===== src/rtl/b32e_pkg.sv =====
`timescale 1ns / 1ps

package b32e_pkg;

  // Configuration port geometry and register map.
  localparam int unsigned PADDR_W = 3;
  localparam int unsigned PDATA_W = 32;
  localparam logic REG_PAD_CHAR = 1'b0;
  localparam logic [7:0] PAD_CHAR_RESET = 8'd56;

  // Command queue between the front and the back.
  localparam int unsigned CMD_DEPTH = 4;
  localparam int unsigned CMD_AW = 2;
  localparam int unsigned CMD_CW = 3;

  // Most characters one byte can produce (data, flush and padding together).
  localparam logic [3:0] MAX_CHARS = 4'd8;

  typedef struct packed {
    logic [7:0] data_byte;
    logic       end_of_message;
  } in_item_t;

  typedef struct packed {
    logic [7:0] out_char;
    logic       final_char;
  } out_item_t;

  // One classified byte: up to three 5-bit symbols, then padding.
  typedef struct packed {
    logic [4:0] sym0;
    logic [4:0] sym1;
    logic [4:0] sym2;
    logic [1:0] nsym;
    logic [3:0] ntot;
    logic       last;
  } cmd_t;

  // Maps a 5-bit symbol onto the RFC 4648 alphabet A-Z, 2-7.
  function automatic logic [7:0] b32_char(input logic [4:0] s);
    logic [7:0] c;
    if (s < 5'd26) begin
      c = 8'h41 + {3'b000, s};
    end else begin
      c = 8'h32 + {3'b000, s} - 8'd26;
    end
    return c;
  endfunction

endpackage


===== src/rtl/b32e_front.sv =====
`timescale 1ns / 1ps

module b32e_front (
  input  logic              clk,
  input  logic              rst_n,
  input  logic              accept,
  input  b32e_pkg::in_item_t in_item,
  output b32e_pkg::cmd_t     cmd
);
  import b32e_pkg::*;

  logic [3:0]  lb_r, lb_nxt;
  logic [2:0]  lc_r, lc_nxt;
  logic [2:0]  pos_r, pos_nxt;

  logic [2:0]  cnt_c;
  logic [3:0]  cnt;
  logic [11:0] res;
  logic        two;
  logic [3:0]  sh0, sh1;
  logic [4:0]  sym0, sym1, flush;
  logic [2:0]  rem;
  logic [3:0]  mask4, low;
  logic        last, has_flush;
  logic [1:0]  nsym;
  logic [2:0]  pos_after, pad;
  logic [3:0]  tot;

  always_comb begin
    cnt_c     = (lc_r > 3'd4) ? 3'd4 : lc_r;
    cnt       = {1'b0, cnt_c} + 4'd8;
    res       = {lb_r, in_item.data_byte};
    last      = in_item.end_of_message;
    two       = (cnt >= 4'd10);
    sh0       = cnt - 4'd5;
    sh1       = cnt - 4'd10;
    sym0      = 5'(res >> sh0);
    sym1      = 5'(res >> sh1);
    rem       = two ? 3'(sh1) : 3'(sh0);
    mask4     = 4'((5'd1 << rem) - 5'd1);
    low       = res[3:0] & mask4;
    // Leftover bits move to the top of the flush symbol, zero-filled below.
    flush     = 5'({1'b0, low} << (3'd5 - rem));
    has_flush = last && (rem != 3'd0);
    nsym      = (two ? 2'd2 : 2'd1) + {1'b0, has_flush};
    pos_after = pos_r + {1'b0, nsym};
    pad       = last ? 3'(3'd0 - pos_after) : 3'd0;
    tot       = {2'b00, nsym} + {1'b0, pad};
    if (tot > MAX_CHARS) begin
      tot = MAX_CHARS;
    end

    cmd.sym0 = sym0;
    cmd.sym1 = two ? sym1 : flush;
    cmd.sym2 = flush;
    cmd.nsym = nsym;
    cmd.ntot = tot;
    cmd.last = last;

    lb_nxt  = lb_r;
    lc_nxt  = lc_r;
    pos_nxt = pos_r;
    if (accept) begin
      if (last) begin
        lb_nxt  = 4'd0;
        lc_nxt  = 3'd0;
        pos_nxt = 3'd0;
      end else begin
        lb_nxt  = low;
        lc_nxt  = rem;
        pos_nxt = pos_after;
      end
    end
  end

  always_ff @(posedge clk) begin
    if (!rst_n) begin
      lb_r  <= 4'd0;
      lc_r  <= 3'd0;
      pos_r <= 3'd0;
    end else begin
      lb_r  <= lb_nxt;
      lc_r  <= lc_nxt;
      pos_r <= pos_nxt;
    end
  end

endmodule


===== src/rtl/b32e_fifo.sv =====
`timescale 1ns / 1ps

module b32e_fifo (
  input  logic           clk,
  input  logic           rst_n,
  input  logic           wr_en,
  input  b32e_pkg::cmd_t wr_data,
  input  logic           rd_en,
  output b32e_pkg::cmd_t rd_data,
  output logic           full,
  output logic           empty
);
  import b32e_pkg::*;

  cmd_t              mem_r [CMD_DEPTH];
  logic [CMD_AW-1:0] wp_r, wp_nxt;
  logic [CMD_AW-1:0] rp_r, rp_nxt;
  logic [CMD_CW-1:0] cnt_r, cnt_nxt;
  logic              do_wr, do_rd;

  assign full    = (cnt_r == CMD_CW'(CMD_DEPTH));
  assign empty   = (cnt_r == '0);
  assign rd_data = mem_r[rp_r];

  always_comb begin
    do_wr   = wr_en && !full;
    do_rd   = rd_en && !empty;
    wp_nxt  = do_wr ? wp_r + 1'b1 : wp_r;
    rp_nxt  = do_rd ? rp_r + 1'b1 : rp_r;
    cnt_nxt = cnt_r + CMD_CW'(do_wr) - CMD_CW'(do_rd);
  end

  always_ff @(posedge clk) begin
    if (!rst_n) begin
      wp_r  <= '0;
      rp_r  <= '0;
      cnt_r <= '0;
    end else begin
      wp_r  <= wp_nxt;
      rp_r  <= rp_nxt;
      cnt_r <= cnt_nxt;
    end
  end

  always_ff @(posedge clk) begin
    if (do_wr) begin
      mem_r[wp_r] <= wr_data;
    end
  end

endmodule


===== src/rtl/b32e_back.sv =====
`timescale 1ns / 1ps

module b32e_back (
  input  logic               clk,
  input  logic               rst_n,
  input  b32e_pkg::cmd_t     cmd,
  input  logic               cmd_valid,
  output logic               cmd_pop,
  input  logic [7:0]         pad_char,
  input  logic               out_take,
  output logic               out_valid,
  output b32e_pkg::out_item_t out_item
);
  import b32e_pkg::*;

  logic [2:0] idx_r, idx_nxt;
  logic       ov_r, ov_nxt;
  out_item_t  out_r;
  logic       load, is_end;
  logic [4:0] sym;
  logic [7:0] ch;

  always_comb begin
    load   = cmd_valid && (!ov_r || out_take);
    is_end = (({1'b0, idx_r} + 4'd1) == cmd.ntot);
    case (idx_r)
      3'd0:    sym = cmd.sym0;
      3'd1:    sym = cmd.sym1;
      default: sym = cmd.sym2;
    endcase
    ch = ({1'b0, idx_r} < {2'b00, cmd.nsym}) ? b32_char(sym) : pad_char;

    cmd_pop = load && is_end;
    idx_nxt = idx_r;
    if (load) begin
      idx_nxt = is_end ? 3'd0 : idx_r + 3'd1;
    end
    ov_nxt = load ? 1'b1 : (out_take ? 1'b0 : ov_r);
  end

  always_ff @(posedge clk) begin
    if (!rst_n) begin
      idx_r <= 3'd0;
      ov_r  <= 1'b0;
    end else begin
      idx_r <= idx_nxt;
      ov_r  <= ov_nxt;
    end
  end

  always_ff @(posedge clk) begin
    if (load) begin
      out_r.out_char   <= ch;
      out_r.final_char <= cmd.last && is_end;
    end
  end

  assign out_valid = ov_r;
  assign out_item  = out_r;

endmodule


===== src/rtl/base32_stream_encoder.sv =====
`timescale 1ns / 1ps

// Streaming base32 encoder (RFC 4648 alphabet). Bytes are pushed one per item
// with an end_of_message flag; characters come out one per item, and the last
// character of each message carries final_char. Leftover bits are flushed on
// the last byte and the message is padded with the pad character (register 0,
// byte address 0, reset value '8') to a multiple of eight characters. Input can
// be pushed every clock while the four-entry command queue has room; the back
// end emits one character per clock while the reader pops, so a byte yields
// one or two characters (about 1.6 on average) and the last byte of a message
// up to eight, all through the single character output port. A byte's command
// is queued, then its first character is registered at the output.
// Write pad_char only while the encoder is idle.

module base32_stream_encoder (
  input  logic                             clk,
  input  logic                             rst_n,
  // Byte input queue side.
  input  logic                             push,
  output logic                             full,
  input  b32e_pkg::in_item_t               in_data,
  // Character output queue side.
  input  logic                             pop,
  output logic                             empty,
  output b32e_pkg::out_item_t              out_data,
  // Configuration port.
  input  logic                             psel,
  input  logic                             penable,
  input  logic                             pwrite,
  input  logic [b32e_pkg::PADDR_W-1:0]     paddr,
  input  logic [b32e_pkg::PDATA_W-1:0]     pwdata,
  output logic [b32e_pkg::PDATA_W-1:0]     prdata,
  output logic                             pready
);
  import b32e_pkg::*;

  logic       in_accept;
  cmd_t       front_cmd, q_cmd;
  logic       q_full, q_empty, q_pop;
  logic       out_valid;
  logic [7:0] pad_char_r, pad_char_nxt;
  logic       cfg_wr;

  // An item enters the front as soon as the command queue has room.
  assign in_accept = push && !full;
  assign full      = q_full;

  b32e_front u_front (
    .clk     (clk),
    .rst_n   (rst_n),
    .accept  (in_accept),
    .in_item (in_data),
    .cmd     (front_cmd)
  );

  // The queue decouples byte classification from character emission.
  b32e_fifo u_fifo (
    .clk     (clk),
    .rst_n   (rst_n),
    .wr_en   (in_accept),
    .wr_data (front_cmd),
    .rd_en   (q_pop),
    .rd_data (q_cmd),
    .full    (q_full),
    .empty   (q_empty)
  );

  b32e_back u_back (
    .clk       (clk),
    .rst_n     (rst_n),
    .cmd       (q_cmd),
    .cmd_valid (!q_empty),
    .cmd_pop   (q_pop),
    .pad_char  (pad_char_r),
    .out_take  (pop && out_valid),
    .out_valid (out_valid),
    .out_item  (out_data)
  );

  assign empty = !out_valid;

  // The register index is the word address; only index zero exists.
  assign pready = 1'b1;
  assign cfg_wr = psel && penable && pwrite && pready;

  always_comb begin
    pad_char_nxt = pad_char_r;
    if (cfg_wr && (paddr[2] == REG_PAD_CHAR)) begin
      pad_char_nxt = pwdata[7:0];
    end
    prdata = '0;
    if (paddr[2] == REG_PAD_CHAR) begin
      prdata = {{(PDATA_W-8){1'b0}}, pad_char_r};
    end
  end

  always_ff @(posedge clk) begin
    if (!rst_n) begin
      pad_char_r <= PAD_CHAR_RESET;
    end else begin
      pad_char_r <= pad_char_nxt;
    end
  end

endmodule


===== config.mk =====
export PLATFORM = sky130hd
export DESIGN_NAME = base32_stream_encoder
export DESIGN_NICKNAME = d
export VERILOG_FILES = /design/src/rtl/b32e_pkg.sv /design/src/rtl/b32e_front.sv /design/src/rtl/b32e_fifo.sv /design/src/rtl/b32e_back.sv /design/src/rtl/base32_stream_encoder.sv
export SDC_FILE = /design/constraint.sdc
export NUM_CORES = 1
export LEC_CHECK = 0
export BUFFER_PORTS_ARGS = -buffer_cell sky130_fd_sc_hd__buf_2
export CORE_MARGIN = 8
export CORE_UTILIZATION = 55
export CTS_CLUSTER_DIAMETER = 120
export CTS_CLUSTER_SIZE = 8
export DETAILED_ROUTE_END_ITERATION = 7
export PLACE_DENSITY = 0.77
export SLEW_MARGIN = 20
export SYNTH_ARGS = -nofsm -noshare
export SYNTH_HDL_FRONTEND = slang
export SYNTH_HIERARCHICAL = 1
export SYNTH_SLANG_ARGS = --single-unit

===== constraint.sdc =====
create_clock -name clk -period 12 [get_ports clk]
set_input_delay 2.4 -clock clk [delete_from_list [all_inputs] [get_ports clk]]
set_output_delay 2.4 -clock clk [all_outputs]
set_load 0.005 [all_outputs]

==> summary by stage <==
Global routing
Entering global routing, the biggest net connects 39 pins. The remaining global-route overflow is 0. The number of global-route vias before repair is 4454. The wire length of the first global-routing pass is 22600 µm.

The number of antenna violations at the first check in global routing came to 0. The all-layer global routing usage is 0.181.

Logic synthesis
For this run, asynchronously set or reset flops after synthesis account for 0. By area the synthesized netlist is led by sky130_fd_sc_hd__edfxtp_1, sky130_fd_sc_hd__dfxtp_1, sky130_fd_sc_hd__mux4_2, sky130_fd_sc_hd__mux2i_1, sky130_fd_sc_hd__ha_1. After synthesis the cells add up to 6860 µm². The post-synthesis sequential area ratio is 0.515. The number of synthesized flops with an enable pin is 97. The Yosys step of the flow raised 6 warnings.

The most frequently used cell type in the post-synthesis netlist is sky130_fd_sc_hd__edfxtp_1. The library cell with the largest summed area after synthesis is sky130_fd_sc_hd__edfxtp_1. Among all flip-flop cells after synthesis, the most frequent one is sky130_fd_sc_hd__edfxtp_1. By count the netlist is led by sky130_fd_sc_hd__edfxtp_1, sky130_fd_sc_hd__nand2_1, sky130_fd_sc_hd__dfxtp_1.

Each instance of the synthesized netlist takes up on average 12.2 µm². The number of library cell types mapped by synthesis is 66. After technology mapping, the gate count stands at 564.

The top-area cell type share of the netlist area is 0.425. The post-synthesis register bit count is 128.

Worst setup path
Setup slack on the worst reg-to-reg path comes out at 6560 ps. The start of the worst register-to-register path is u_front/lc_r[1]. The worst register-to-register path has a depth of 19. The worst endpoint required time is 12140 ps.

The nature of the critical path endpoint is a register. The endpoint arrival time on the critical path is 5580 ps. The endpoint of the lowest-slack register-to-register path is u_fifo/mem_r[2][1]. The kind of critical path is register to register. The startpoint type of the worst setup path is a register. Of all nets on the critical path, the largest fanout is 24.

STA
The minimum clock period after layout is 5440 ps. The total negative slack for setup checks is 0 ps. The total setup violations reported at the end of the flow is 0. The smallest setup slack after layout is 6560 ps.

The number of pins with negative max-slew slack in the final report is 0. The worst clock skew is 7.72 ps. Setup repair after global routing left no endpoint under its margin.

The number of failing hold endpoints at the final stage was 0. The relative slew slack is 0.257. Hold is met by 482 ps. The slew of the pin with the lowest slew margin is 1110 ps. Based on the critical path, the design can be clocked at up to 184 MHz.

The final worst-path cycle share is 0.454.

Placed design
The cell area after placement is 7020 µm². The port buffer count is 43. Once detailed placement completed, the half-perimeter wirelength came to 9510 µm. The worst slack at placement is 6350 ps. The placer congestion estimate is 0.894.

Floorplan
The chip height is 128 µm. The floorplan has 40 rows. The die footprint is 16300 µm². The core region is 12100 µm². The initial utilization of the core area, before any placement, comes to 0.566. 95 I/O pins were placed. The width of the chip is 128 µm.

Layout
From synthesis to final layout, the design area changed by 11.7%. Fill cells in the final layout number 940. The finished cells cover 7660 µm². The final antenna diode count is 0. The fraction of layout instances using a drive strength above 1 is 0.213. At the end of the flow, the number of nets in the layout was 670.

Worst hold path
The path type of the worst min-delay path is register to register. The number of cells traversed by the worst hold path is 2. The worst hold path terminates at pad_char_r[7]. The startpoint identified for the worst hold timing path is pad_char_r[7].

Route
The final wirelength is 14200 µm. After detailed routing, the average wire length per cell comes to 18.2 µm. In the routed design, unresolved DRC markers number 0. The first routing iteration left 346 violations.

Dividing the detail-routed via count by the number of cells gives 5.63. The first-pass iteration count of the detailed router is 5. The routed via count is 4384.

The remaining antenna violation count is 0.

Clocking
Clock tree synthesis inserted a total of 17 buffers. The CTS clock-pin slew for the worst setup and hold paths is 60 ps. After clock tree synthesis, the repair step resized 0 gates.

The clock tree buffer depth is 2. The TritonCTS sink count is 128. TritonCTS built the clock tree. The count of buffers added by post-CTS timing repair for setup is 0.

The clock reaches the later pin of the worst-skew pair after 420 ps. The number of buffers inserted for hold repair after clock tree synthesis is 0. Clock tree synthesis selected as its root buffer the cell sky130_fd_sc_hd__clkbuf_16.

The H-tree was split into 4 levels.

Power and ir drop
The fraction of power consumed by the clock network is 0.314. The static leakage is 2.85 nW. Of the total power, registers draw 0.381.

The maximum vdd drop is 0.105 mV. The switching power total is 0.538 mW. The internal portion of total power is 1.18 mW. Dividing total power by cell area gives a power density of 225 nW/µm².

The switching part of the total power is 0.313. The share of power burned in combinational logic is 0.305.

Run status
The run finished with clean final reports.

Job
Max-cap violations in this run came to 0.
## power by group through the flow
stage                     registers [mW]  logic, mW  clock network [mW]
after floorplan                    0.654      0.403                   0
after global placement             0.656      0.496                   0
after detailed placement           0.664      0.518                   0
after CTS                          0.658      0.526               0.548
after global routing               0.666      0.583               0.567
final                              0.657      0.526               0.540
## layout by cell type (no fill, tap or decap), types with 10 or more instances in the layout
cell type,instances
sky130_fd_sc_hd__dfxtp_1,31
sky130_fd_sc_hd__inv_1,27
sky130_fd_sc_hd__conb_1,25
sky130_fd_sc_hd__mux4_2,22
sky130_fd_sc_hd__nor2_1,26
sky130_fd_sc_hd__clkbuf_16,17
sky130_fd_sc_hd__edfxtp_1,97
sky130_fd_sc_hd__and2_1,10
sky130_fd_sc_hd__nand3_1,11
sky130_fd_sc_hd__nor2b_1,21
sky130_fd_sc_hd__o21ai_0,21
sky130_fd_sc_hd__mux2i_1,28
sky130_fd_sc_hd__nand2_1,53
sky130_fd_sc_hd__ha_1,19
sky130_fd_sc_hd__a21oi_1,16
sky130_fd_sc_hd__buf_2,43
## cells by family after synthesis
group                    Yosys count  synth area share
AND/OR/NAND/NOR                  164             0.127
flip-flops                       128             0.515
AO/OA/AOI/OAI                     92            0.0924
buffers and inverters             84            0.0703
multiplexers                      56             0.128
adder cells (fa/ha/maj)           22            0.0434
XOR/XNOR                          16            0.0226
other                              2           0.00110
## critical path: stages (launching register included)
cell and delay (ps):
sky130_fd_sc_hd__dfxtp_1 630, sky130_fd_sc_hd__inv_1 190, sky130_fd_sc_hd__nor2_1 280, sky130_fd_sc_hd__inv_1 260, sky130_fd_sc_hd__ha_1 880, sky130_fd_sc_hd__nand3_1 160, sky130_fd_sc_hd__a21o_1 220, sky130_fd_sc_hd__nand2_1 70
sky130_fd_sc_hd__ha_1 220, sky130_fd_sc_hd__inv_1 170, sky130_fd_sc_hd__ha_1 210, sky130_fd_sc_hd__fa_1 440, sky130_fd_sc_hd__inv_1 80, sky130_fd_sc_hd__ha_1 220, sky130_fd_sc_hd__nand2_1 110, sky130_fd_sc_hd__inv_1 60
sky130_fd_sc_hd__ha_1 270, sky130_fd_sc_hd__a41oi_1 160, sky130_fd_sc_hd__nor2_1 360, sky130_fd_sc_hd__nor2_1 160
## per-layer routing
layer,GRT usage,share of wire,vias up
met5,0,0,-
met4,0.0860,0.019,0
met3,0.0478,0.063,27
met2,0.314,0.51,173
met1,0.203,0.41,2111
li1,-,-,2073
## registers in the layout, summed over array words and instances, names as in the netlist, named ones only
name / cells
pad_char_r: 8
u_fifo/rp_r: 2
u_back/idx_r: 3
u_front/lc_r: 3
u_back/out_valid: 1
u_front/pos_r: 3
u_fifo/cnt_r: 3
u_front/lb_r: 4
u_fifo/mem_r: 88
u_fifo/wp_r: 2
u_back/out_item: 9
## layout make-up
class	instances	area, µm²	share of cell area
sequential	128	3530	0.461
clock inverter	13	188	0.0245
tap	168	210	0.0275
clock buffer	19	443	0.0578
inverter	28	108	0.0141
multi-input combinational	375	2930	0.383
timing repair buffer	47	245	0.0320
## worst max path at each step
stage	from	endpoint
after floorplan	in_data[0]	u_fifo/mem_r[0][1]
after global placement	in_data[0]	u_fifo/mem_r[0][1]
after detailed placement	in_data[0]	u_fifo/mem_r[2][1]
after CTS	u_front/lc_r[1]	u_fifo/mem_r[2][1]
after global routing	u_front/lc_r[1]	u_fifo/mem_r[2][1]
final	u_front/lc_r[1]	u_fifo/mem_r[2][1]
## metrics by stage
stage / util / cells / power, mW
2_1_floorplan: - / 587 / 1.06
3_3_place_gp: 0.580 / 746 / 1.15
3_5_place_dp: 0.580 / 746 / 1.18
4_1_cts: 0.632 / 778 / 1.73
5_1_grt: 0.632 / 778 / 1.82
6_report: 0.632 / 778 / 1.72
(Power assumes the default switching activity.)
